$ cat config.mk
export PLATFORM = sky130hd
export DESIGN_NAME = rcmm_cfg
export DESIGN_NICKNAME = d
export VERILOG_FILES = /design/src/hdl/rcmm_pkg.sv /design/src/hdl/rcmm_cfg.sv
export SDC_FILE = /design/constraint.sdc
export NUM_CORES = 1
export LEC_CHECK = 0
export BUFFER_PORTS_ARGS = -buffer_cell sky130_fd_sc_hd__buf_2
export CORE_MARGIN = 5
export CORE_UTILIZATION = 30
export DETAILED_ROUTE_END_ITERATION = 10
export PLACE_DENSITY_LB_ADDON = 0.15
export SETUP_SLACK_MARGIN = 0.3
export SYNTH_ARGS = -nofsm -noshare
export SYNTH_HDL_FRONTEND = slang
export SYNTH_SLANG_ARGS = --single-unit
export TNS_END_PERCENT = 30
$ cat constraint.sdc
create_clock -name clk -period 2.01 [get_ports clk]
set_input_delay 0.3015 -clock clk [delete_from_list [all_inputs] [get_ports clk]]
set_output_delay 0.3015 -clock clk [all_outputs]
set_load 0.02 [all_outputs]
$ cat src/hdl/rcmm_pkg.sv
// Shared constants, types and register codes for the RC motor mixer.
// No dependencies; imported by every module of the block.
package rcmm_pkg;

  localparam int FRACTION_BITS = 15;
  localparam int CHANNEL_BITS  = 11;

  localparam int STICK_W    = 11;
  localparam int CH_W       = 11;
  localparam int PERIOD_W   = 12;
  localparam int DZ_W       = 15;
  localparam int ROW_W      = 8;
  localparam int MIDI_W     = 7;
  localparam int CFG_IDX_W  = 3;
  localparam int CFG_DATA_W = 15;

  localparam int N_STICKS  = 4;
  localparam int N_MOTORS  = 4;
  localparam int N_LANES   = 6;
  localparam int STICK_THR = 2;
  localparam int STICK_RUD = 3;
  localparam int LANE_THR_MIDI = 4;
  localparam int LANE_RUD_MIDI = 5;

  // quotient of (d << (F+1)) / span is at most 2^(F+1)
  localparam int Q_W   = FRACTION_BITS + 2;
  localparam int N_W   = CH_W + Q_W;
  localparam int S_W   = FRACTION_BITS + 2;
  localparam int D_W   = FRACTION_BITS + 4;
  localparam int M_W   = FRACTION_BITS + 3;
  localparam int PROD_W = M_W + PERIOD_W;
  localparam int LVL_W  = PROD_W - FRACTION_BITS;

  localparam int DIV_STEPS     = Q_W;
  localparam int DIV_PER_STAGE = 4;
  localparam int DIV_STAGES    = (DIV_STEPS + DIV_PER_STAGE - 1) / DIV_PER_STAGE;
  localparam int MIX_STAGES    = 5;
  localparam int LATENCY       = 2 + DIV_STAGES + MIX_STAGES;

  localparam logic [CH_W-1:0] CH_MASK =
    CH_W'((64'd1 << ((CHANNEL_BITS < CH_W) ? CHANNEL_BITS : CH_W)) - 64'd1);

  localparam logic [CH_W-1:0]     RST_CHANNEL_MIN = CH_W'(989);
  localparam logic [CH_W-1:0]     RST_CHANNEL_MAX = CH_W'(2011);
  localparam logic [PERIOD_W-1:0] RST_PWM_PERIOD  = PERIOD_W'(1000);
  localparam logic [DZ_W-1:0]     RST_DEAD_ZONE   = DZ_W'(6554);
  localparam logic [ROW_W-1:0]    RST_ROW_AILERON  = ROW_W'(221);
  localparam logic [ROW_W-1:0]    RST_ROW_ELEVATOR = ROW_W'(85);
  localparam logic [ROW_W-1:0]    RST_ROW_THROTTLE = ROW_W'(0);
  localparam logic [ROW_W-1:0]    RST_ROW_RUDDER   = ROW_W'(125);

  typedef enum logic [CFG_IDX_W-1:0] {
    REG_CHANNEL_MIN  = 3'd0,
    REG_CHANNEL_MAX  = 3'd1,
    REG_PWM_PERIOD   = 3'd2,
    REG_DEAD_ZONE    = 3'd3,
    REG_ROW_AILERON  = 3'd4,
    REG_ROW_ELEVATOR = 3'd5,
    REG_ROW_THROTTLE = 3'd6,
    REG_ROW_RUDDER   = 3'd7
  } cfg_reg_t;

  typedef enum logic [1:0] {
    COEF_ZERO   = 2'b00,
    COEF_PLUS   = 2'b01,
    COEF_UNUSED = 2'b10,
    COEF_MINUS  = 2'b11
  } coef_code_t;

  typedef struct packed {
    logic [CH_W-1:0]                    channel_min;
    logic [CH_W-1:0]                    channel_max;
    logic [PERIOD_W-1:0]                pwm_period;
    logic [DZ_W-1:0]                    dead_zone;
    logic [N_STICKS-1:0][ROW_W-1:0]     mix_rows;
  } cfg_t;

  // one division lane: running remainder and numerator/quotient shift word
  typedef struct packed {
    logic [CH_W-1:0] rem;
    logic [Q_W-1:0]  word;
  } lane_t;

endpackage

$ cat src/hdl/rcmm_cfg.sv
// Configuration register file of the RC motor mixer.
// Depends on rcmm_pkg for the register codes, reset values and cfg_t.
module rcmm_cfg (
  input  logic                            clk,
  input  logic                            rst_n,
  input  logic                            cfg_we,
  input  logic [rcmm_pkg::CFG_IDX_W-1:0]  cfg_index,
  input  logic [rcmm_pkg::CFG_DATA_W-1:0] cfg_wdata,
  output rcmm_pkg::cfg_t                  cfg
);
  import rcmm_pkg::*;

  cfg_t cfg_r;
  cfg_t cfg_nxt;

  always_comb begin
    cfg_nxt = cfg_r;
    if (cfg_we) begin
      unique case (cfg_reg_t'(cfg_index))
        REG_CHANNEL_MIN:  cfg_nxt.channel_min = cfg_wdata[CH_W-1:0] & CH_MASK;
        REG_CHANNEL_MAX:  cfg_nxt.channel_max = cfg_wdata[CH_W-1:0] & CH_MASK;
        REG_PWM_PERIOD:   cfg_nxt.pwm_period  = cfg_wdata[PERIOD_W-1:0];
        REG_DEAD_ZONE:    cfg_nxt.dead_zone   = cfg_wdata[DZ_W-1:0];
        REG_ROW_AILERON:  cfg_nxt.mix_rows[0] = cfg_wdata[ROW_W-1:0];
        REG_ROW_ELEVATOR: cfg_nxt.mix_rows[1] = cfg_wdata[ROW_W-1:0];
        REG_ROW_THROTTLE: cfg_nxt.mix_rows[2] = cfg_wdata[ROW_W-1:0];
        REG_ROW_RUDDER:   cfg_nxt.mix_rows[3] = cfg_wdata[ROW_W-1:0];
        default: ;
      endcase
    end
  end

  always_ff @(posedge clk) begin
    if (!rst_n) begin
      cfg_r.channel_min <= RST_CHANNEL_MIN;
      cfg_r.channel_max <= RST_CHANNEL_MAX;
      cfg_r.pwm_period  <= RST_PWM_PERIOD;
      cfg_r.dead_zone   <= RST_DEAD_ZONE;
      cfg_r.mix_rows    <= {RST_ROW_RUDDER, RST_ROW_THROTTLE,
                            RST_ROW_ELEVATOR, RST_ROW_AILERON};
    end else begin
      cfg_r <= cfg_nxt;
    end
  end

  assign cfg = cfg_r;

endmodule

==> impl_results.md <==
* Status: finished clean
* Skew-Pair Late Insertion Delay at 0.33 ns
* Yosys top cell by area: dfxtp_1
* Lkg Pwr at 1.94 nW
* Largest cells by area after synthesis: dfxtp_1 (51%), mux2i_1 (25%), nor2b_1 (12%), nand2_1 (5.6%), buf_2 (2.0%)
* Clock Tree Buf Depth at 2
* Unrepaired setup endpoints after global routing: no
* Final Max Tran Viols at 0
* Crit. End Element: output pin
* Synth top area share at 0.505
* Crit path launch type: register
* Ys Warns at 0
* Die Width at 113 um
* Worst vdd ir at 486 uV
* Reg2reg setup slack at 1.35 ns
* Initial Utilization at 0.309
* Post-synth cell types at 14
* Initial antenna violation count at 1
* Clock Tree Root: clkbuf_8
* CP Cell Sequence: buf_2
* Clock period minus worst slack at 1.20 ns
* Area grow syn2layout at 26.8%
* Share of layout cells above drive strength 1 at 0.314
* I/O pin total at 102
* Global route total overflow at 0
* DRC at 0
* Mapped Area at 3210 um^2
* WP data arrival at 0.90 ns
* Slew of the pin with the lowest slew margin at 0.669 ns
* Final hold violation count at 0
* Number of global-route vias before repair at 2,461
* Buf/Inv on CP at 1
* Dpl hpwl at 6310 um
* WP data required at 1.71 ns
* CP delay by family, top: flip-flops
* Cell Pwr Density at 785 nW/um^2
* Critical path's largest stage delay at 0.38 ns
* Gpl congestion at 0.695
* Syn_area_per_cell at 10.6 um^2
* DR vias/cell at 4.39
* Die height at 113 um
* DRT iter0 DRCs at 56
* Clock Skews at 0 ns
* Core area at 10,400 um^2
* Worst setup path class: register to output pin
* Clock sink count at 81
* Critical Path Fanout Max at 2
* Antenna viol nets, final at 0
* Final Total Pwr at 0.00319 W
* Register area share after synthesis at 0.505
* DRT Pass-1 Iters at 4
* Final setup TNS at 0 ns
* CTS Buf Count at 9
* Synthesized Nets at 325
* Post-CTS sizing at 0
* Mapped Cells at 304
* Post-cts hold buffer count at 0
* Final Net Count at 425
* Worst-path clk slew at 0.08 ns
* Antenna Cells at 0
* Vias at 2,384
* Setup violations, final at 0
* Setup repair bufs after CTS at 0
* Max_cap viols at 0
* Full die area at 12,900 um^2
* #FFs+latches synth at 81
* Hold Slack at 0.200 ns
* Rel. slew slack at 0.554
* Row count at 37
* Largest net degree at the start of global routing at 39
* H-tree depth at 3
* Hold Crit Class: input pin to register
* Largest register FFs at 81
* Achievable clock frequency at 834 MHz
* Gr usage total at 0.138
* Crit-path slowest cell: dfxtp_1
* Port Buffers at 101
* Crit share post-route at 0.597
* CTS tree: yes
* Routed WL per cell at 16.0 um
* Routed Wire Length at 8670 um
* Global-route wire length before repair at 13,700 um
## cells by family after synthesis
group / count (synthesis) / share of synthesized area
buffers and inverters: 25 / 0.0390
AND/OR/NAND/NOR: 117 / 0.203
flip-flops: 81 / 0.505
multiplexers: 81 / 0.253
## path summary, 6_finish.rpt
kind | startpoint | endpoint | depth (start not counted)
hold / removal | cfg_wdata[13] | cfg[45]$_SDFFE_PN0P_ | 3
hold reg to reg | cfg[49]$_SDFFE_PN0P_ | cfg[49]$_SDFFE_PN0P_ | 2
setup / recovery | cfg[70]$_SDFFE_PN1P_ | cfg[70] | 1
setup reg to reg | cfg[70]$_SDFFE_PN1P_ | cfg[70]$_SDFFE_PN1P_ | 2
## layer usage
metal  wire length [um]  up-vias  global-route usage
li1                   -     1197                   -
met1               4240     1112               0.190
met2               3850       69               0.211
met3                546        4              0.0472
met4                 24        2              0.0264
met5                 13        -                   0
## layout by cell type, fill, tap and decap left out
| master | netlist | final |
|---|---|---|
| and4bb_2 | 1 | 1 |
| dfxtp_1 | 81 | 81 |
| buf_2 | 13 | 101 |
| and4b_1 | 1 | 1 |
| nand4_1 | 1 | 1 |
| mux2i_1 | 81 | 81 |
| clkbuf_1 | 10 | 2 |
| nand4bb_1 | 2 | 2 |
| bufinv_16 | 0 | 2 |
| nand2_1 | 48 | 48 |
| nor4bb_1 | 1 | 1 |
| or4b_4 | 1 | 1 |
| clkinvlp_4 | 0 | 1 |
| buf_12 | 0 | 1 |
| nand4b_1 | 3 | 3 |
| nor2b_1 | 59 | 59 |
| clkbuf_8 | 0 | 9 |
| buf_4 | 0 | 12 |
## layout make-up
class | count | area (um^2)
multi-input combinational | 198 | 1460
sequential | 81 | 1620
fill | 1095 | 6300
timing repair buffer | 114 | 616
clock buffer | 11 | 131
tap | 136 | 170
clock inverter | 3 | 67.6
## cells in the mapped netlist
cell,n
dfxtp_1,81
clkbuf_1,10
nand4_1,1
or4b_4,1
nor2b_1,59
mux2i_1,81
nand2_1,48
and4b_1,1
and4bb_2,1
buf_6,2
buf_2,13
nand4b_1,3
nor4bb_1,1
nand4bb_1,2
## power by group
group	switching [W]	leakage [nW]	internal, W
sequential	0.0000187	0.657	0.00164
combinational	0.000172	1.18	0.000113
clock	0.000560	0.0955	0.000688
## worst reg2reg max path: cells and delay by family, from the launching register on
kind             cells  cell delay, ns
flip-flops           1            0.34
multiplexers         1            0.08
AND/OR/NAND/NOR      1            0.12
## per-stage QoR
stage / utilization / cell area (um^2) / instances / setup slack [ns]
floorplan: - / 3210 / 304 / 0.641
detailed placement: 0.373 / 3870 / 529 / 0.520
CTS: 0.392 / 4070 / 543 / 0.772
global route: 0.392 / 4070 / 543 / 0.747
global placement: 0.373 / 3870 / 529 / 0.547
finish: 0.392 / 4070 / 543 / 0.811
Note: power is estimated with default switching activity, not from simulation.
