===== src/hdl/rcmm_pkg.sv =====
// Shared constants, types and register codes for the RC motor mixer.
// No dependencies; imported by every module of the block.
package rcmm_pkg;

  localparam int FRACTION_BITS = 15;
  localparam int CHANNEL_BITS  = 11;

  localparam int STICK_W    = 11;
  localparam int CH_W       = 11;
  localparam int PERIOD_W   = 12;
  localparam int DZ_W       = 15;
  localparam int ROW_W      = 8;
  localparam int MIDI_W     = 7;
  localparam int CFG_IDX_W  = 3;
  localparam int CFG_DATA_W = 15;

  localparam int N_STICKS  = 4;
  localparam int N_MOTORS  = 4;
  localparam int N_LANES   = 6;
  localparam int STICK_THR = 2;
  localparam int STICK_RUD = 3;
  localparam int LANE_THR_MIDI = 4;
  localparam int LANE_RUD_MIDI = 5;

  // quotient of (d << (F+1)) / span is at most 2^(F+1)
  localparam int Q_W   = FRACTION_BITS + 2;
  localparam int N_W   = CH_W + Q_W;
  localparam int S_W   = FRACTION_BITS + 2;
  localparam int D_W   = FRACTION_BITS + 4;
  localparam int M_W   = FRACTION_BITS + 3;
  localparam int PROD_W = M_W + PERIOD_W;
  localparam int LVL_W  = PROD_W - FRACTION_BITS;

  localparam int DIV_STEPS     = Q_W;
  localparam int DIV_PER_STAGE = 4;
  localparam int DIV_STAGES    = (DIV_STEPS + DIV_PER_STAGE - 1) / DIV_PER_STAGE;
  localparam int MIX_STAGES    = 5;
  localparam int LATENCY       = 2 + DIV_STAGES + MIX_STAGES;

  localparam logic [CH_W-1:0] CH_MASK =
    CH_W'((64'd1 << ((CHANNEL_BITS < CH_W) ? CHANNEL_BITS : CH_W)) - 64'd1);

  localparam logic [CH_W-1:0]     RST_CHANNEL_MIN = CH_W'(989);
  localparam logic [CH_W-1:0]     RST_CHANNEL_MAX = CH_W'(2011);
  localparam logic [PERIOD_W-1:0] RST_PWM_PERIOD  = PERIOD_W'(1000);
  localparam logic [DZ_W-1:0]     RST_DEAD_ZONE   = DZ_W'(6554);
  localparam logic [ROW_W-1:0]    RST_ROW_AILERON  = ROW_W'(221);
  localparam logic [ROW_W-1:0]    RST_ROW_ELEVATOR = ROW_W'(85);
  localparam logic [ROW_W-1:0]    RST_ROW_THROTTLE = ROW_W'(0);
  localparam logic [ROW_W-1:0]    RST_ROW_RUDDER   = ROW_W'(125);

  typedef enum logic [CFG_IDX_W-1:0] {
    REG_CHANNEL_MIN  = 3'd0,
    REG_CHANNEL_MAX  = 3'd1,
    REG_PWM_PERIOD   = 3'd2,
    REG_DEAD_ZONE    = 3'd3,
    REG_ROW_AILERON  = 3'd4,
    REG_ROW_ELEVATOR = 3'd5,
    REG_ROW_THROTTLE = 3'd6,
    REG_ROW_RUDDER   = 3'd7
  } cfg_reg_t;

  typedef enum logic [1:0] {
    COEF_ZERO   = 2'b00,
    COEF_PLUS   = 2'b01,
    COEF_UNUSED = 2'b10,
    COEF_MINUS  = 2'b11
  } coef_code_t;

  typedef struct packed {
    logic [CH_W-1:0]                    channel_min;
    logic [CH_W-1:0]                    channel_max;
    logic [PERIOD_W-1:0]                pwm_period;
    logic [DZ_W-1:0]                    dead_zone;
    logic [N_STICKS-1:0][ROW_W-1:0]     mix_rows;
  } cfg_t;

  // one division lane: running remainder and numerator/quotient shift word
  typedef struct packed {
    logic [CH_W-1:0] rem;
    logic [Q_W-1:0]  word;
  } lane_t;

endpackage


===== src/hdl/rcmm_div.sv =====
// Pipelined restoring divider: six lanes share the span divisor,
// DIV_PER_STAGE quotient bits per stage. Depends on rcmm_pkg.
module rcmm_div (
  input  logic                                               clk,
  input  logic                                               rst_n,
  input  logic                                               in_vld,
  input  logic [rcmm_pkg::CH_W-1:0]                          span,
  input  rcmm_pkg::lane_t [rcmm_pkg::N_LANES-1:0]            lanes_in,
  output logic                                               out_vld,
  output logic [rcmm_pkg::N_LANES-1:0][rcmm_pkg::Q_W-1:0]    quo
);
  import rcmm_pkg::*;

  logic [DIV_STAGES-1:0] vld_r;
  logic [DIV_STAGES-1:0] vld_nxt;
  lane_t [N_LANES-1:0]   lane_r   [DIV_STAGES];
  lane_t [N_LANES-1:0]   lane_nxt [DIV_STAGES];

  for (genvar g = 0; g < DIV_STAGES; g++) begin : g_stage
    lane_t [N_LANES-1:0] src;
    lane_t [N_LANES-1:0] res;

    if (g == 0) begin : g_first
      assign src        = lanes_in;
      assign vld_nxt[g] = in_vld;
    end else begin : g_rest
      assign src        = lane_r[g-1];
      assign vld_nxt[g] = vld_r[g-1];
    end

    always_comb begin : p_step
      logic [CH_W:0] r_pre;
      lane_t         cur;
      r_pre = '0;
      for (int l = 0; l < N_LANES; l++) begin
        cur = src[l];
        for (int k = 0; k < DIV_PER_STAGE; k++) begin
          if (g * DIV_PER_STAGE + k < DIV_STEPS) begin
            r_pre = {cur.rem, cur.word[Q_W-1]};
            if (r_pre >= {1'b0, span}) begin
              cur.rem  = CH_W'(r_pre - {1'b0, span});
              cur.word = {cur.word[Q_W-2:0], 1'b1};
            end else begin
              cur.rem  = r_pre[CH_W-1:0];
              cur.word = {cur.word[Q_W-2:0], 1'b0};
            end
          end
        end
        res[l] = cur;
      end
    end

    assign lane_nxt[g] = res;
  end

  always_ff @(posedge clk) begin
    if (!rst_n) begin
      vld_r <= '0;
    end else begin
      vld_r <= vld_nxt;
    end
    lane_r <= lane_nxt;
  end

  assign out_vld = vld_r[DIV_STAGES-1];

  always_comb begin
    for (int l = 0; l < N_LANES; l++) begin
      quo[l] = lane_r[DIV_STAGES-1][l].word;
    end
  end

endmodule


===== config.mk =====
export PLATFORM = sky130hd
export DESIGN_NAME = rcmm_div
export DESIGN_NICKNAME = d
export VERILOG_FILES = /design/src/hdl/rcmm_pkg.sv /design/src/hdl/rcmm_div.sv
export SDC_FILE = /design/constraint.sdc
export NUM_CORES = 2
export LEC_CHECK = 0
export BUFFER_PORTS_ARGS = -buffer_cell sky130_fd_sc_hd__buf_2
export CAP_MARGIN = 20
export CELL_PAD_IN_SITES_DETAIL_PLACEMENT = 0
export CELL_PAD_IN_SITES_GLOBAL_PLACEMENT = 2
export CORE_MARGIN = 3
export CORE_UTILIZATION = 40
export DETAILED_ROUTE_END_ITERATION = 16
export PLACE_DENSITY_LB_ADDON = 0.1
export REMOVE_ABC_BUFFERS = 1
export SLEW_MARGIN = 20
export SYNTH_ARGS = -nofsm -noshare
export SYNTH_HDL_FRONTEND = slang
export SYNTH_SLANG_ARGS = --single-unit

===== constraint.sdc =====
create_clock -name clk -period 16 [get_ports clk]
set_clock_uncertainty 0.1 [all_clocks]
set_input_delay 2.4 -clock clk [delete_from_list [all_inputs] [get_ports clk]]
set_output_delay 2.4 -clock clk [all_outputs]
set_load 0.02 [all_outputs]

==> results_dict.tcl <==
set metrics [dict create \
    run_status "finished, final reports clean" \
    setup_total_negative_slack_ns 0 \
    fin_crit_sh 0.812 \
    maxSlewHeadroom 0.326 \
    post-cts-setup-buffer-count 0 \
    cts_tree "built" \
    nets 10700 \
    filler_cell_count 18600 \
    holdBufCountCts 0 \
    timing.final.setup_violations 0 \
    timing_worst_slew_pin_value_ns 1.01 \
    timing.critical_path.arrival_ns 13.48 \
    grtUsageTotal 0.237 \
    cp.required_ns 16.50 \
    first_global_vias 64600 \
    clk_pin_slew_ns 0.06 \
    initial_antenna_violation_count 18 \
    post-route-min-period_ns 12.98 \
    drt-pass1-iter-count 6 \
    wl_per_cell_um 19.7 \
    grt_overflow_total 0 \
    ys_warnings 0 \
    most_frequent_cells_in_the_layout "sky130_fd_sc_hd__ha_1, sky130_fd_sc_hd__dfxtp_1, sky130_fd_sc_hd__nor2_1, sky130_fd_sc_hd__a21oi_1, sky130_fd_sc_hd__nand2_1" \
    final-instance-count-excl-fill 11900 \
    grt_first_pass_wirelength_mm 365 \
    clock_sink_count 779 \
    worst_slack_at_placement_ns 2.23 \
    cts_resized 0 \
    placeableCoreArea_mm2 0.186 \
    portBuffers 284 \
    postSynthCellCount 9007 \
    die_width_um 439 \
    synth_sequential_area_ratio 0.208 \
    slowest_delay_ns 0.67 \
    start_util 0.403 \
    path_common_cell "sky130_fd_sc_hd__o21ai_0" \
    timing.critical_path.to_type "register" \
    dpl.cell_count 11700 \
    pin_count 285 \
    synthesis.area_mm2 0.0750 \
    crit_path_max_fanout 31 \
    finalWirelength_mm 235 \
    fin_util 0.448 \
    cts_buffers 99 \
    vias_per_cell 5.58 \
    post_synth_main_area_contributors "sky130_fd_sc_hd__dfxtp_1, sky130_fd_sc_hd__ha_1, sky130_fd_sc_hd__a21oi_1" \
    setup.worst_path.class "input port to register" \
    area_overhead_vs_synth_pct 10.9 \
    htree_num_levels 3 \
    ratio_of_cells_with_drive_above_1_in_the_final_layout 0.108 \
    largest_net_degree_at_the_start_of_global_routing 52 \
    avgSynthCellArea_um2 8.32 \
    synthArstFlopShare 0 \
    final.setup.worst_slack_ns 3.02 \
    dp_hpwl_mm 180 \
    worstSkewPairLatency_ns 0.77 \
    synth_top_area_frac 0.208 \
    largest_buffer_count_on_any_clock_path 3 \
    min_path_type "register to register" \
    via_count 66400 \
    ys_dominant_reg_cell "sky130_fd_sc_hd__dfxtp_1" \
    slowest_stage "sky130_fd_sc_hd__nor2_1" \
    synth_cell_types 117 \
    critical_path_source_type "input port" \
    dieArea_mm2 0.193 \
    floorplan.rows 158 \
    flip_flop_and_latch_count_after_synthesis 779 \
    drcViolationCount 0 \
    rsz0062_at_grt "no" \
    max_freq_mhz 77.0 \
    cts_root_buf "sky130_fd_sc_hd__clkbuf_16" \
    synth-edff-count 0 \
    detail-route-antenna-nets 0 \
    timing_hold_violations_final 0 \
    first_drt_iteration_drcs 3739 \
    leading_cell_type_in_the_layout_fill_and_taps_excluded "sky130_fd_sc_hd__ha_1" \
    maxcap_violations 0 \
    synth_top_cell_by_area "sky130_fd_sc_hd__dfxtp_1" \
    gp_congestion 0.887 \
    drv_slew 0 \
    die_h_um 439 \
]
[area by class of cell]
| class | instances | area (µm²) | area share |
|---|---|---|---|
| multi-input combinational | 7490 | 56500 | 0.680 |
| inverter | 596 | 2310 | 0.0278 |
| clock buffer | 128 | 2760 | 0.0332 |
| clock inverter | 57 | 714 | 0.00859 |
| timing repair buffer | 366 | 2120 | 0.0254 |
| tap | 2480 | 3100 | 0.0373 |
| antenna | 13 | 32.5 | 0.000391 |
| sequential | 779 | 15600 | 0.188 |
[registers in the layout, indices dropped and copies added (netlist names)]
signal and flops:
g_stage.src 660, quo 102, g_stage.p_step.r_pre 12, vld_r 5
[final timing paths]
check / slack (ns) / endpoint / cells after the start / start
max: 3.02 / g_stage[3].src[76] / 40 / span[7]
max reg2reg: 4.88 / g_stage[4].src[20] / 42 / g_stage[3].src[16]
min: 0.21 / g_stage[4].src[120] / 0 / g_stage[3].src[116]
min reg2reg: 0.21 / g_stage[4].src[120] / 0 / g_stage[3].src[116]
[kinds of logic (layout without fill, tap and decap cells)]
kind of cell | Yosys count | in the layout | synth area share
AOI/OAI and AO/OA | 2595 | 2595 | 0.228
and+or+nand+nor | 2571 | 2571 | 0.168
adders and majority gates | 1218 | 1218 | 0.213
DFF | 779 | 779 | 0.208
buffers and inverters | 738 | 1147 | 0.0382
xor gates and xnor gates | 633 | 633 | 0.0739
muxes | 473 | 473 | 0.0709
other | 0 | 13 | 0
[metal layers]
metal / part of all wire / global-route usage / up-vias
met3: 0.034 / 0.0276 / 314
met2: 0.46 / 0.400 / 1210
li1: - / - / 33800
met1: 0.47 / 0.313 / 31000
met5: 0.000089 / 0 / -
met4: 0.033 / 0.0754 / 4
[synth_stat cells (51+ instances only)]
cell and number:
sky130_fd_sc_hd__a211oi_1 73, sky130_fd_sc_hd__inv_1 564, sky130_fd_sc_hd__a21o_1 242, sky130_fd_sc_hd__or3_1 59
sky130_fd_sc_hd__ha_1 1122, sky130_fd_sc_hd__a21oi_1 695, sky130_fd_sc_hd__a31oi_1 55, sky130_fd_sc_hd__nand2b_1 146
sky130_fd_sc_hd__nor2_1 759, sky130_fd_sc_hd__nor2b_1 183, sky130_fd_sc_hd__xnor2_1 365, sky130_fd_sc_hd__mux2_2 283
sky130_fd_sc_hd__o21a_1 159, sky130_fd_sc_hd__xor2_1 268, sky130_fd_sc_hd__nand3_1 115, sky130_fd_sc_hd__clkbuf_1 85
sky130_fd_sc_hd__nand2_1 586, sky130_fd_sc_hd__o21ai_0 539, sky130_fd_sc_hd__o211ai_1 84, sky130_fd_sc_hd__mux2i_1 119
sky130_fd_sc_hd__nor3_1 209, sky130_fd_sc_hd__nand4_1 185, sky130_fd_sc_hd__fa_1 96, sky130_fd_sc_hd__nor4_1 51
sky130_fd_sc_hd__dfxtp_1 779, sky130_fd_sc_hd__a21boi_0 83, sky130_fd_sc_hd__o31ai_1 96
[critical path: cells and delay by family]
kind | cells | cell delay, ns
AND/OR/NAND/NOR | 12 | 3.18
adder cells (fa/ha/maj) | 4 | 1.44
buffers and inverters | 7 | 1.77
AO/OA/AOI/OAI | 16 | 4.20
multiplexers | 1 | 0.37
[stage by stage]
stage / cell area (µm²) / hold WS [ns]
after floorplan: 74400 / 0.210
after global placement: 79600 / 0.210
after detailed placement: 79700 / 0.212
after CTS: 83100 / 0.202
after global routing: 83100 / 0.223
final: 83200 / 0.213
Power is left out: the tool's default activity adds up to more than one toggle a clock period on the data nets, which glitch-free logic cannot reach.
