### config.mk
export PLATFORM = sky130hd
export DESIGN_NAME = rcmm_front
export DESIGN_NICKNAME = d
export VERILOG_FILES = /design/src/hdl/rcmm_pkg.sv /design/src/hdl/rcmm_front.sv
export SDC_FILE = /design/constraint.sdc
export NUM_CORES = 1
export LEC_CHECK = 0
export BUFFER_PORTS_ARGS = -buffer_cell sky130_fd_sc_hd__buf_2
export CAP_MARGIN = 20
export CELL_PAD_IN_SITES_DETAIL_PLACEMENT = 1
export CELL_PAD_IN_SITES_GLOBAL_PLACEMENT = 1
export CORE_MARGIN = 1.5
export CORE_UTILIZATION = 38
export DETAILED_ROUTE_END_ITERATION = 10
export GPL_TIMING_DRIVEN = 1
export HOLD_SLACK_MARGIN = 0.15
export PLACE_DENSITY = 0.83
export SYNTH_ARGS = -nofsm -noshare
export SYNTH_HDL_FRONTEND = slang
export SYNTH_SLANG_ARGS = --single-unit
### constraint.sdc
create_clock -name clk -period 5.7 [get_ports clk]
set_input_delay 1.14 -clock clk [delete_from_list [all_inputs] [get_ports clk]]
set_output_delay 1.14 -clock clk [all_outputs]
set_load 0.02 [all_outputs]
### src/hdl/rcmm_pkg.sv
// Shared constants, types and register codes for the RC motor mixer.
// No dependencies; imported by every module of the block.
package rcmm_pkg;

  localparam int FRACTION_BITS = 15;
  localparam int CHANNEL_BITS  = 11;

  localparam int STICK_W    = 11;
  localparam int CH_W       = 11;
  localparam int PERIOD_W   = 12;
  localparam int DZ_W       = 15;
  localparam int ROW_W      = 8;
  localparam int MIDI_W     = 7;
  localparam int CFG_IDX_W  = 3;
  localparam int CFG_DATA_W = 15;

  localparam int N_STICKS  = 4;
  localparam int N_MOTORS  = 4;
  localparam int N_LANES   = 6;
  localparam int STICK_THR = 2;
  localparam int STICK_RUD = 3;
  localparam int LANE_THR_MIDI = 4;
  localparam int LANE_RUD_MIDI = 5;

  // quotient of (d << (F+1)) / span is at most 2^(F+1)
  localparam int Q_W   = FRACTION_BITS + 2;
  localparam int N_W   = CH_W + Q_W;
  localparam int S_W   = FRACTION_BITS + 2;
  localparam int D_W   = FRACTION_BITS + 4;
  localparam int M_W   = FRACTION_BITS + 3;
  localparam int PROD_W = M_W + PERIOD_W;
  localparam int LVL_W  = PROD_W - FRACTION_BITS;

  localparam int DIV_STEPS     = Q_W;
  localparam int DIV_PER_STAGE = 4;
  localparam int DIV_STAGES    = (DIV_STEPS + DIV_PER_STAGE - 1) / DIV_PER_STAGE;
  localparam int MIX_STAGES    = 5;
  localparam int LATENCY       = 2 + DIV_STAGES + MIX_STAGES;

  localparam logic [CH_W-1:0] CH_MASK =
    CH_W'((64'd1 << ((CHANNEL_BITS < CH_W) ? CHANNEL_BITS : CH_W)) - 64'd1);

  localparam logic [CH_W-1:0]     RST_CHANNEL_MIN = CH_W'(989);
  localparam logic [CH_W-1:0]     RST_CHANNEL_MAX = CH_W'(2011);
  localparam logic [PERIOD_W-1:0] RST_PWM_PERIOD  = PERIOD_W'(1000);
  localparam logic [DZ_W-1:0]     RST_DEAD_ZONE   = DZ_W'(6554);
  localparam logic [ROW_W-1:0]    RST_ROW_AILERON  = ROW_W'(221);
  localparam logic [ROW_W-1:0]    RST_ROW_ELEVATOR = ROW_W'(85);
  localparam logic [ROW_W-1:0]    RST_ROW_THROTTLE = ROW_W'(0);
  localparam logic [ROW_W-1:0]    RST_ROW_RUDDER   = ROW_W'(125);

  typedef enum logic [CFG_IDX_W-1:0] {
    REG_CHANNEL_MIN  = 3'd0,
    REG_CHANNEL_MAX  = 3'd1,
    REG_PWM_PERIOD   = 3'd2,
    REG_DEAD_ZONE    = 3'd3,
    REG_ROW_AILERON  = 3'd4,
    REG_ROW_ELEVATOR = 3'd5,
    REG_ROW_THROTTLE = 3'd6,
    REG_ROW_RUDDER   = 3'd7
  } cfg_reg_t;

  typedef enum logic [1:0] {
    COEF_ZERO   = 2'b00,
    COEF_PLUS   = 2'b01,
    COEF_UNUSED = 2'b10,
    COEF_MINUS  = 2'b11
  } coef_code_t;

  typedef struct packed {
    logic [CH_W-1:0]                    channel_min;
    logic [CH_W-1:0]                    channel_max;
    logic [PERIOD_W-1:0]                pwm_period;
    logic [DZ_W-1:0]                    dead_zone;
    logic [N_STICKS-1:0][ROW_W-1:0]     mix_rows;
  } cfg_t;

  // one division lane: running remainder and numerator/quotient shift word
  typedef struct packed {
    logic [CH_W-1:0] rem;
    logic [Q_W-1:0]  word;
  } lane_t;

endpackage

### src/hdl/rcmm_front.sv
// Front end: clamps each stick to the channel range and loads the divider lanes.
// Depends on rcmm_pkg; feeds rcmm_div.
module rcmm_front (
  input  logic                                                  clk,
  input  logic                                                  rst_n,
  input  logic                                                  in_vld,
  input  logic [rcmm_pkg::N_STICKS-1:0][rcmm_pkg::STICK_W-1:0]  sticks,
  input  rcmm_pkg::cfg_t                                        cfg,
  output logic                                                  out_vld,
  output rcmm_pkg::lane_t [rcmm_pkg::N_LANES-1:0]               lanes
);
  import rcmm_pkg::*;

  localparam int SH = FRACTION_BITS + 1;

  logic                           vld1_r, vld1_nxt;
  logic [N_STICKS-1:0][CH_W-1:0]  d_r, d_nxt;
  logic                           vld2_r, vld2_nxt;
  lane_t [N_LANES-1:0]            lane_r, lane_nxt;

  // stage 1: clamp to [min, max] and take the offset from min
  always_comb begin : p_clamp
    logic [CH_W-1:0] c;
    logic [CH_W-1:0] cl;
    c  = '0;
    cl = '0;
    vld1_nxt = in_vld;
    for (int s = 0; s < N_STICKS; s++) begin
      c = sticks[s][CH_W-1:0] & CH_MASK;
      if (c < cfg.channel_min) begin
        cl = cfg.channel_min;
      end else if (c > cfg.channel_max) begin
        cl = cfg.channel_max;
      end else begin
        cl = c;
      end
      d_nxt[s] = cl - cfg.channel_min;
    end
  end

  // stage 2: numerators; the high part seeds the remainder, the rest is shifted in
  always_comb begin : p_load
    logic [N_W-1:0] num;
    num = '0;
    vld2_nxt = vld1_r;
    for (int s = 0; s < N_STICKS; s++) begin
      num = N_W'({d_r[s], {SH{1'b0}}});
      lane_nxt[s].rem  = num[N_W-1:Q_W];
      lane_nxt[s].word = num[Q_W-1:0];
    end
    // d * 127 as (d << 7) - d
    num = N_W'({d_r[STICK_THR], {MIDI_W{1'b0}}}) - N_W'(d_r[STICK_THR]);
    lane_nxt[LANE_THR_MIDI].rem  = num[N_W-1:Q_W];
    lane_nxt[LANE_THR_MIDI].word = num[Q_W-1:0];
    num = N_W'({d_r[STICK_RUD], {MIDI_W{1'b0}}}) - N_W'(d_r[STICK_RUD]);
    lane_nxt[LANE_RUD_MIDI].rem  = num[N_W-1:Q_W];
    lane_nxt[LANE_RUD_MIDI].word = num[Q_W-1:0];
  end

  always_ff @(posedge clk) begin
    if (!rst_n) begin
      vld1_r <= 1'b0;
      vld2_r <= 1'b0;
    end else begin
      vld1_r <= vld1_nxt;
      vld2_r <= vld2_nxt;
    end
    d_r    <= d_nxt;
    lane_r <= lane_nxt;
  end

  assign out_vld = vld2_r;
  assign lanes   = lane_r;

endmodule

==> flow_summary.yaml <==
clocking:
  path_clk_slew_ns: 0.06
  post_cts_buffers: 0
  cts.path.max_buffers: 2
  insertion_delay_ns: 0.42
  htree_levels: 4
  cts.sinks: 126
  cts_tree: "done"
  cts_buffers: 17
  cts.repair.resized: 0
  cts_hold_buf: 0
  cts_root_buffer: "clkbuf_16"
global_routing:
  grt_busiest_layer: "met2"
  use_met2_pct: 36.33
  grt_first_pass_wirelength_microns: 38030
  gr-usage-met1_pct: 25.45
  met3_usage_pct: 3.783
  overflow: 0
  grt_max_degree: 22
  grt_pass1_vias: 7138
  antenna_found_initial: 0
  grtUsageTotal_pct: 20.87
route:
  drc: 0
  wl_per_cell_microns: 17.64
  viasPerCell: 5.057
  drt_iter0_drc: 339
  antenna_left: 0
  wirelength_microns: 24350
  firstDrtPassIters: 5
  vias: 6978
worst_setup_path:
  reg2reg_from: "d_r[33]"
  startpoint: "cfg[67]"
  worstPathArrival_ns: 5.20
  critical_path_class: "primary input to flip-flop"
  crit_fanout: 5
  cp-end-kind: "flip-flop"
  worstPathRequired_ns: 6.06
  critPathLaunchType: "primary input"
floorplanning:
  start_util_pct: 38.76
  rows: 54
  num_io_pins: 297
  core_region_area_sq_um: 21820
  die_w_microns: 152.2
  floorplan.die_area_sq_um: 23160
  die_height_microns: 152.2
sta:
  hold_ws_ns: 0.3249
  rsz0062_at_grt: "no"
  slew_violations: 0
  fin_skew_ns: 0.008425
  hold_viol_final: 0
  worstMarginPinSlew_ns: 0.5704
  setup_viol: 0
  finalCriticalPeriod_ns: 4.838
  setup_tns_ns: 0
  slew_headroom_pct: 61.48
  fmax_mhz: 206.7
  fin_ws_ns: 0.8616
  fin_crit_sh_pct: 84.88
synthesis:
  ys_warn_count: 0
  synth_area_sq_um: 8458
  synth_cell_type_count: 49
  postSynthCellCount: 922
  ys_ff_latch: 126
  yosys_most_used_dff: "dfxtp_1"
  synth-edff-count: 0
  ys_seq_area_share_pct: 29.82
  synth_area_per_cell_sq_um: 9.174
  synth-async-reset-ratio_pct: 0
final_layout:
  antenna_cells: 0
  drive_gt1_share_pct: 21.36
  fin_cells: 1380
  area_delta_synth_final_pct: 16.20
  final_area_sq_um: 9828
  finalNetCount: 1353
place:
  dp_hpwl_microns: 19810
  gp_congestion: 0.9214
  io_buffers: 169
  post_dp_cell_area_sq_um: 9244
  placedCellCount: 1348
  post-place-ws_ns: 0.5232
power:
  peakVddDrop_v: 0.0002112
  pwr_density_cell_nw_per_um2: 444.9
  p_leak_nw: 4.894
status:
  status: "completed"
worst_hold_path:
  min-delay-start: "d_r[5]"
  min_path_type: "flip-flop to flip-flop"
job:
  maxCapViolCount: 0
[synth_stat cells (4+ instances only)]
library cell | n | share of area [%]
a211oi_1 | 7 | 0.62
a211oi_2 | 6 | 0.89
a21boi_0 | 8 | 0.71
a21o_1 | 9 | 0.80
a21oi_1 | 49 | 2.9
a31oi_1 | 10 | 0.74
a41oi_1 | 7 | 0.72
a41oi_2 | 4 | 0.77
and2_1 | 6 | 0.44
buf_2 | 7 | 0.41
buf_4 | 90 | 8.0
dfxtp_1 | 126 | 30
fa_1 | 4 | 0.95
ha_1 | 134 | 20
inv_1 | 64 | 2.8
mux2i_1 | 45 | 5.3
nand2_1 | 57 | 2.5
nand2b_1 | 7 | 0.52
nand3_1 | 9 | 0.53
nand3b_1 | 5 | 0.44
nand4_1 | 13 | 0.96
nor2_1 | 37 | 1.6
nor2b_1 | 21 | 1.6
nor3_1 | 23 | 1.4
o21ai_0 | 63 | 3.7
o21bai_1 | 8 | 0.71
o31ai_1 | 4 | 0.36
or2_2 | 4 | 0.30
xnor2_1 | 40 | 4.1
xor2_1 | 21 | 2.2
[power breakdown]
part,total (mW),internal [mW],switching (mW)
Sequential,1.47,1.28,0.185
Clock,1.05,0.626,0.429
Combinational,1.85,0.682,1.17
Total,4.37,2.59,1.78
[final timing paths]
check | slack (ns) | to | depth (start not counted)
worst max-delay path | 0.86 | d_r[20] | 18
worst min-delay path | 0.32 | lanes[21] | 0
worst max register to register | 3.51 | lanes[156] | 9
worst min register to register | 0.32 | lanes[21] | 0
[metrics by stage]
step	utilization [%]	power, mW
after floorplan	-	2.755
after global placement	42.36	3.238
after detailed placement	42.36	3.336
after CTS	45.04	4.421
after global routing	45.04	4.660
final	45.04	4.373
[worst max-delay path: stages]
cell and delay (ns):
buf_2 0.19, inv_1 0.16, ha_1 0.35, nand4_1 0.16, a211oi_1 0.29, a211oi_2 0.10
a41oi_2 0.24, mux2_4 0.32, mux2i_1 0.31, inv_1 0.09, ha_1 0.28, nor2b_1 0.12
o21ai_0 0.22, a21boi_0 0.19, o21ai_0 0.31, a21oi_1 0.19, or4_1 0.43, nand3_1 0.09
[metal layers]
| metal | wire length [microns] | vias to the layer above | share of wire [%] |
|---|---|---|---|
| met1 | 10540 | 3298 | 43 |
| met3 | 1173 | 40 | 4.8 |
| met4 | 543 | 0 | 2.2 |
| met2 | 12090 | 224 | 50 |
| met5 | 0 | - | 0 |
| li1 | - | 3416 | - |
[area by class of cell]
| type | count | area [sq um] |
|---|---|---|
| flip-flops and latches | 126 | 2522 |
| inverters | 65 | 244.0 |
| fillers | 2642 | 12000 |
| well taps | 280 | 350.3 |
| clock buffers | 18 | 439.2 |
| multi-input cells | 696 | 5191 |
| repair buffers | 181 | 935.9 |
| clock inverters | 14 | 145.1 |
[layout by cell type, fill, tap and decap left out, drive strengths merged, types with 4 or more instances in the layout]
cell type and n:
nand3b 5, nor2 38, clkinv 5, nand2 57
mux2i 45, inv 72, nor2b 21, a41oi 11
nor3 24, nand2b 7, dfxtp 126, a21oi 49
o21bai 8, a21o 9, a211oi 13, and2 6
a21boi 8, conb 68, o31ai 4, xor2 21
o21ai 68, a31oi 10, clkbuf 18, or2 4
buf 181, nand3 9, fa 4, xnor2 40
nand4 13, ha 134
[kinds of logic (layout without fill, tap and decap cells)]
family,Yosys count,in the layout,synth area share (%)
other,1,68,0.04434
muxes,48,48,5.858
DFF,126,126,29.82
and+or+nand+nor,196,196,11.51
xor gates and xnor gates,61,61,6.317
buffers and inverters,167,278,11.78
AOI/OAI and AO/OA,185,185,13.91
adders and majority gates,138,138,20.77
[flip-flops by register name, indices dropped and copies added (netlist names)]
name,flops
vld1_r,1
d_r,44
lanes,80
out_vld,1
(Power assumes the default switching activity.)
