$ cat src/hdl/rcmm_pkg.sv
// Shared constants, types and register codes for the RC motor mixer.
// No dependencies; imported by every module of the block.
package rcmm_pkg;

  localparam int FRACTION_BITS = 15;
  localparam int CHANNEL_BITS  = 11;

  localparam int STICK_W    = 11;
  localparam int CH_W       = 11;
  localparam int PERIOD_W   = 12;
  localparam int DZ_W       = 15;
  localparam int ROW_W      = 8;
  localparam int MIDI_W     = 7;
  localparam int CFG_IDX_W  = 3;
  localparam int CFG_DATA_W = 15;

  localparam int N_STICKS  = 4;
  localparam int N_MOTORS  = 4;
  localparam int N_LANES   = 6;
  localparam int STICK_THR = 2;
  localparam int STICK_RUD = 3;
  localparam int LANE_THR_MIDI = 4;
  localparam int LANE_RUD_MIDI = 5;

  // quotient of (d << (F+1)) / span is at most 2^(F+1)
  localparam int Q_W   = FRACTION_BITS + 2;
  localparam int N_W   = CH_W + Q_W;
  localparam int S_W   = FRACTION_BITS + 2;
  localparam int D_W   = FRACTION_BITS + 4;
  localparam int M_W   = FRACTION_BITS + 3;
  localparam int PROD_W = M_W + PERIOD_W;
  localparam int LVL_W  = PROD_W - FRACTION_BITS;

  localparam int DIV_STEPS     = Q_W;
  localparam int DIV_PER_STAGE = 4;
  localparam int DIV_STAGES    = (DIV_STEPS + DIV_PER_STAGE - 1) / DIV_PER_STAGE;
  localparam int MIX_STAGES    = 5;
  localparam int LATENCY       = 2 + DIV_STAGES + MIX_STAGES;

  localparam logic [CH_W-1:0] CH_MASK =
    CH_W'((64'd1 << ((CHANNEL_BITS < CH_W) ? CHANNEL_BITS : CH_W)) - 64'd1);

  localparam logic [CH_W-1:0]     RST_CHANNEL_MIN = CH_W'(989);
  localparam logic [CH_W-1:0]     RST_CHANNEL_MAX = CH_W'(2011);
  localparam logic [PERIOD_W-1:0] RST_PWM_PERIOD  = PERIOD_W'(1000);
  localparam logic [DZ_W-1:0]     RST_DEAD_ZONE   = DZ_W'(6554);
  localparam logic [ROW_W-1:0]    RST_ROW_AILERON  = ROW_W'(221);
  localparam logic [ROW_W-1:0]    RST_ROW_ELEVATOR = ROW_W'(85);
  localparam logic [ROW_W-1:0]    RST_ROW_THROTTLE = ROW_W'(0);
  localparam logic [ROW_W-1:0]    RST_ROW_RUDDER   = ROW_W'(125);

  typedef enum logic [CFG_IDX_W-1:0] {
    REG_CHANNEL_MIN  = 3'd0,
    REG_CHANNEL_MAX  = 3'd1,
    REG_PWM_PERIOD   = 3'd2,
    REG_DEAD_ZONE    = 3'd3,
    REG_ROW_AILERON  = 3'd4,
    REG_ROW_ELEVATOR = 3'd5,
    REG_ROW_THROTTLE = 3'd6,
    REG_ROW_RUDDER   = 3'd7
  } cfg_reg_t;

  typedef enum logic [1:0] {
    COEF_ZERO   = 2'b00,
    COEF_PLUS   = 2'b01,
    COEF_UNUSED = 2'b10,
    COEF_MINUS  = 2'b11
  } coef_code_t;

  typedef struct packed {
    logic [CH_W-1:0]                    channel_min;
    logic [CH_W-1:0]                    channel_max;
    logic [PERIOD_W-1:0]                pwm_period;
    logic [DZ_W-1:0]                    dead_zone;
    logic [N_STICKS-1:0][ROW_W-1:0]     mix_rows;
  } cfg_t;

  // one division lane: running remainder and numerator/quotient shift word
  typedef struct packed {
    logic [CH_W-1:0] rem;
    logic [Q_W-1:0]  word;
  } lane_t;

endpackage

$ cat src/hdl/rcmm_mix.sv
// Back end: stick values, 4x4 mix, dead zone, PWM scaling and output registers.
// Depends on rcmm_pkg; takes the quotients from rcmm_div.
module rcmm_mix (
  input  logic                                                   clk,
  input  logic                                                   rst_n,
  input  logic                                                   in_vld,
  input  logic [rcmm_pkg::N_LANES-1:0][rcmm_pkg::Q_W-1:0]        quo,
  input  rcmm_pkg::cfg_t                                         cfg,
  output logic                                                   out_vld,
  output logic [rcmm_pkg::MIDI_W-1:0]                            mod_wheel,
  output logic [rcmm_pkg::MIDI_W-1:0]                            foot_pedal,
  output logic [rcmm_pkg::N_MOTORS-1:0][rcmm_pkg::PERIOD_W-1:0]  fwd,
  output logic [rcmm_pkg::N_MOTORS-1:0][rcmm_pkg::PERIOD_W-1:0]  rev
);
  import rcmm_pkg::*;

  localparam logic [Q_W:0] S_OFFSET = (Q_W+1)'(1) << FRACTION_BITS;

  logic [MIX_STAGES-1:0] vld_r, vld_nxt;
  logic [1:0][MIDI_W-1:0] midi_r [MIX_STAGES-1];
  logic [1:0][MIDI_W-1:0] midi_nxt;

  logic signed [S_W-1:0] s_r     [N_STICKS];
  logic signed [S_W-1:0] s_nxt   [N_STICKS];
  logic signed [D_W-1:0] drv_r   [N_MOTORS];
  logic signed [D_W-1:0] drv_nxt [N_MOTORS];
  logic [M_W-1:0]        mag_r   [N_MOTORS];
  logic [M_W-1:0]        mag_nxt [N_MOTORS];
  logic [N_MOTORS-1:0]   neg3_r, neg3_nxt, on3_r, on3_nxt;
  logic [PROD_W-1:0]     prod_r  [N_MOTORS];
  logic [PROD_W-1:0]     prod_nxt[N_MOTORS];
  logic [N_MOTORS-1:0]   neg4_r, on4_r;
  logic [N_MOTORS-1:0][PERIOD_W-1:0] fwd_r, fwd_nxt, rev_r, rev_nxt;
  logic [MIDI_W-1:0]     mod_r, mod_nxt, ped_r, ped_nxt;
  logic                  empty;

  assign empty = (cfg.channel_max <= cfg.channel_min);

  assign vld_nxt = {vld_r[MIX_STAGES-2:0], in_vld};

  // stage 1: signed stick value S = q - 1.0, MIDI value is the low quotient bits
  always_comb begin : p_sval
    logic [Q_W:0] diff;
    diff = '0;
    for (int s = 0; s < N_STICKS; s++) begin
      diff     = {1'b0, quo[s]} - S_OFFSET;
      s_nxt[s] = S_W'(diff);
    end
    midi_nxt[0] = quo[LANE_THR_MIDI][MIDI_W-1:0];
    midi_nxt[1] = quo[LANE_RUD_MIDI][MIDI_W-1:0];
  end

  // stage 2: drive of each motor, sum of +/- stick values
  always_comb begin : p_mix
    logic signed [D_W-1:0] acc;
    coef_code_t            code;
    acc  = '0;
    code = COEF_ZERO;
    for (int m = 0; m < N_MOTORS; m++) begin
      acc = '0;
      for (int s = 0; s < N_STICKS; s++) begin
        code = coef_code_t'(cfg.mix_rows[s][2*m +: 2]);
        case (code)
          COEF_PLUS:  acc = acc + D_W'(s_r[s]);
          COEF_MINUS: acc = acc - D_W'(s_r[s]);
          default: ;
        endcase
      end
      drv_nxt[m] = acc;
    end
  end

  // stage 3: magnitude, direction, dead zone
  always_comb begin : p_mag
    logic [D_W-1:0] absd;
    absd = '0;
    for (int m = 0; m < N_MOTORS; m++) begin
      absd = drv_r[m][D_W-1] ? D_W'(-drv_r[m]) : D_W'(drv_r[m]);
      mag_nxt[m]  = absd[M_W-1:0];
      neg3_nxt[m] = drv_r[m][D_W-1];
      on3_nxt[m]  = {{DZ_W{1'b0}}, absd[M_W-1:0]} > {{M_W{1'b0}}, cfg.dead_zone};
    end
  end

  // stage 4: magnitude times period
  always_comb begin
    for (int m = 0; m < N_MOTORS; m++) begin
      prod_nxt[m] = PROD_W'(mag_r[m]) * PROD_W'(cfg.pwm_period);
    end
  end

  // stage 5: drop fraction, saturate at the period, steer to one side
  always_comb begin : p_level
    logic [LVL_W-1:0]    lvl;
    logic [PERIOD_W-1:0] sat;
    lvl = '0;
    sat = '0;
    for (int m = 0; m < N_MOTORS; m++) begin
      lvl = prod_r[m][PROD_W-1:FRACTION_BITS];
      sat = (lvl > LVL_W'(cfg.pwm_period)) ? cfg.pwm_period : lvl[PERIOD_W-1:0];
      fwd_nxt[m] = (on4_r[m] && !neg4_r[m] && !empty) ? sat : '0;
      rev_nxt[m] = (on4_r[m] &&  neg4_r[m] && !empty) ? sat : '0;
    end
    mod_nxt = empty ? '0 : midi_r[MIX_STAGES-2][0];
    ped_nxt = empty ? '0 : midi_r[MIX_STAGES-2][1];
  end

  always_ff @(posedge clk) begin
    if (!rst_n) begin
      vld_r <= '0;
    end else begin
      vld_r <= vld_nxt;
    end
    midi_r[0] <= midi_nxt;
    for (int i = 1; i < MIX_STAGES - 1; i++) begin
      midi_r[i] <= midi_r[i-1];
    end
    s_r    <= s_nxt;
    drv_r  <= drv_nxt;
    mag_r  <= mag_nxt;
    neg3_r <= neg3_nxt;
    on3_r  <= on3_nxt;
    prod_r <= prod_nxt;
    neg4_r <= neg3_r;
    on4_r  <= on3_r;
    fwd_r  <= fwd_nxt;
    rev_r  <= rev_nxt;
    mod_r  <= mod_nxt;
    ped_r  <= ped_nxt;
  end

  assign out_vld    = vld_r[MIX_STAGES-1];
  assign mod_wheel  = mod_r;
  assign foot_pedal = ped_r;
  assign fwd        = fwd_r;
  assign rev        = rev_r;

endmodule

$ cat config.mk
export PLATFORM = sky130hd
export DESIGN_NAME = rcmm_mix
export DESIGN_NICKNAME = d
export VERILOG_FILES = /design/src/hdl/rcmm_pkg.sv /design/src/hdl/rcmm_mix.sv
export SDC_FILE = /design/constraint.sdc
export NUM_CORES = 2
export LEC_CHECK = 0
export BUFFER_PORTS_ARGS = -buffer_cell sky130_fd_sc_hd__buf_2
export CORE_ASPECT_RATIO = 0.5
export CORE_MARGIN = 3
export CORE_UTILIZATION = 40
export DETAILED_ROUTE_END_ITERATION = 10
export PLACE_DENSITY_LB_ADDON = 0.12
export SETUP_SLACK_MARGIN = 0.05
export SYNTH_ARGS = -nofsm -noshare
export SYNTH_HDL_FRONTEND = slang
export SYNTH_SLANG_ARGS = --single-unit
$ cat constraint.sdc
create_clock -name clk -period 17.2 [get_ports clk]
set_clock_uncertainty 0.15 [all_clocks]
set_input_delay 1.72 -clock clk [delete_from_list [all_inputs] [get_ports clk]]
set_output_delay 1.72 -clock clk [all_outputs]
set_load 0.1 [all_outputs]
==> results.json <==
{
  "initial_core_util_pct": 40.7,
  "synth_top_cell_area_share_pct": 23.0,
  "fin_setup_tns_ns": 0,
  "synth-edff-count": 0,
  "final-max-slew-violation-count": 0,
  "grt_max_degree": 65,
  "synth_common_cells": "894 x nand2_1, 775 x inv_1, 648 x fa_1",
  "yosysMostFrequentCell": "nand2_1",
  "crit_cells": 29,
  "cp_data_arrival_time_ns": 9.55,
  "rsz0062_at_grt": "no",
  "rows": 96,
  "cp_slowest_cell": "o41ai_1",
  "critPathCapture": "drv_r[56]",
  "drt_first_pass_iters": 6,
  "yosys.cell_types.count": 91,
  "syn-num-nets": 8001,
  "rr_endpoint": "drv_r[18]",
  "grt_pass1_vias": 46400,
  "run_status": "finished, final reports clean",
  "postCtsSetupRepairBufs": 0,
  "max_stage_delay_ns": 0.60,
  "ys_ff_latch": 463,
  "nFillCells": 13700,
  "grt_use_total_pct": 23.9,
  "die-area_sq_mm": 0.146,
  "io_pins": 297,
  "hold_violations": 0,
  "cp_num_buf_inv": 2,
  "ys_seq_area_share_pct": 16.4,
  "grt_pass1_wl_um": 271000,
  "synth.area.top_cells": "fa_1 23%, dfxtp_1 16%, ha_1 13%",
  "yosys_most_used_dff": "dfxtp_1",
  "path_class": "in2reg",
  "io_buffer_count": 276,
  "path_clk_slew_ns": 0.06,
  "hold_class": "reg2reg",
  "max_clock_freq_ghz": 0.109,
  "crit_family": "compound AO/OA/AOI/OAI gates",
  "syn_avg_cell_area_sq_um": 8.59,
  "synthToLayoutAreaGrowth_pct": 7.64,
  "core_area_sq_mm": 0.138,
  "vias": 45100,
  "htree_num_levels": 2,
  "critPathMaxFanout": 20,
  "clock_path_buffers": 3,
  "ctsResizeCount": 0,
  "r2r_setup_slack_ns": 8.28,
  "drive_gt1_share_pct": 8.48,
  "startpoint_type": "input port",
  "grt-ovfl-total": 0,
  "clk-insertion-delay-late_ns": 0.64,
  "viasPerCell": 5.30,
  "tritoncts.num_buffers": 47,
  "ys_async_sr_fraction_pct": 0,
  "maxCapViolations": 0,
  "syn-instance-count": 6569,
  "cts_root_buf": "clkbuf_16",
  "setup_viol": 0,
  "wl_um": 174000,
  "finalCritPeriodShare_pct": 53.5,
  "crit_required_ns": 17.55,
  "yosys_warnings": 0,
  "fin_crit_ns": 9.21,
  "clkSinkCount": 463,
  "first_iter_violations": 3171,
  "dp_hpwl_um": 139000,
  "end_kind": "flop",
  "worstHoldPathCells": 0,
  "wire_per_inst_um": 20.5,
  "worstMarginPinSlew_ns": 1.35,
  "die_x_um": 537,
  "cp_common_cell": "o21ai_0",
  "tritoncts": "yes",
  "r2r_cells": 31,
  "antenna_found_initial": 13,
  "ant_nets": 0,
  "die_h_um": 272,
  "slew_headroom_pct": 9.98,
  "critPathLaunch": "cfg[10]",
  "holdBufCountCts": 0,
  "synth_area_sq_mm": 0.0564,
  "synth_largest_area_cell": "fa_1",
  "nets": 8037,
  "r2r_start": "s_r[34]",
  "gp_congestion": 0.932,
  "drc": 0
}
registers in the layout, summed over array words and instances, names as in the netlist:
register	flops
s_r	68
midi_r	56
p_level.lvl	15
on4_r	4
on3_r	4
foot_pedal	7
rev	48
mod_wheel	7
vld_r	5
fwd	48
neg3_r	4
neg4_r	4
mag_r	72
drv_r	76
prod_r	45
how the worst min path moves through the flow:
| stage | startpoint | endpoint |
|---|---|---|
| finish | midi_r[2][4] | midi_r[3][4] |
| global route | midi_r[1][8] | midi_r[2][8] |
| CTS | midi_r[2][7] | midi_r[3][7] |
| detailed placement | midi_r[0][0] | midi_r[1][0] |
| global placement | midi_r[2][0] | midi_r[3][0] |
| floorplan | midi_r[0][0] | midi_r[1][0] |
metal layers:
metal	vias to the layer above	track usage [%]	share of wire [%]
li1	21300	-	-
met1	22200	33.4	46
met2	1255	38.2	45
met3	280	2.97	5.4
met4	4	7.88	3.6
met5	-	0	0.015
cells by family (layout without fill, tap and decap cells):
group	count (synthesis)	in the layout	synth area share [%]
buffers and inverters	1108	1178	7.67
and+or+nand+nor	2096	2096	17.6
adders and majority gates	1248	1248	36.3
AOI/OAI and AO/OA	979	979	10.9
muxes	143	143	2.78
xor gates and xnor gates	532	532	8.36
other	0	10	0
DFF	463	463	16.4
placed cells by master, fill, tap and decap left out, drive strengths merged, types with 10 or more instances in the layout:
| cell type | netlist | layout |
|---|---|---|
| nor4 | 16 | 16 |
| clkinv | 1 | 10 |
| o21bai | 18 | 18 |
| o21a | 94 | 94 |
| and2 | 310 | 310 |
| nand4 | 27 | 27 |
| or3 | 60 | 60 |
| nor2 | 351 | 351 |
| a211oi | 35 | 35 |
| mux2i | 34 | 34 |
| and3 | 35 | 35 |
| a21o | 82 | 82 |
| a21oi | 342 | 342 |
| o211ai | 17 | 17 |
| or4 | 15 | 15 |
| o31ai | 33 | 33 |
| o41ai | 15 | 15 |
| nand2b | 53 | 53 |
| mux2 | 109 | 109 |
| a31oi | 12 | 12 |
| o31a | 10 | 10 |
| o2111ai | 14 | 14 |
| nor2b | 86 | 86 |
| nand2 | 894 | 894 |
| ha | 598 | 598 |
| nor3 | 98 | 98 |
| buf | 31 | 319 |
| fa | 648 | 648 |
| o21ai | 233 | 233 |
| nand3 | 88 | 88 |
| nor3b | 20 | 20 |
| diode | 0 | 10 |
| inv | 775 | 779 |
| or2 | 19 | 19 |
| clkbuf | 300 | 56 |
| xnor2 | 394 | 394 |
| dfxtp | 463 | 463 |
| xor2 | 134 | 134 |
area by class of cell:
| class | instances | area (sq um) | share of cell area, % |
|---|---|---|---|
| multi-input combinational | 4998 | 42800 | 70.5 |
| inverter | 776 | 2910 | 4.80 |
| antenna | 10 | 25.0 | 0.0412 |
| clock inverter | 27 | 389 | 0.641 |
| timing repair buffer | 319 | 1700 | 2.81 |
| sequential | 463 | 9270 | 15.3 |
| clock buffer | 56 | 1270 | 2.09 |
| tap | 1862 | 2330 | 3.84 |
per-stage QoR:
step | area, sq um | setup slack [ns] | hold slack [ns] | utilization [%] | cells
final | 60700 | 7.99 | 0.172 | 43.8 | 8511
after global routing | 60700 | 7.39 | 0.184 | 43.8 | 8502
after CTS | 60700 | 8.10 | 0.175 | 43.8 | 8501
after detailed placement | 59000 | 7.47 | 0.162 | 42.6 | 8418
after global placement | 59000 | 7.54 | 0.160 | 42.6 | 8418
after floorplan | 56400 | 9.06 | 0.160 | - | 6569
Power is not shown: default switching activity piles up to over one toggle a cycle in this logic, so the estimate is an artifact.
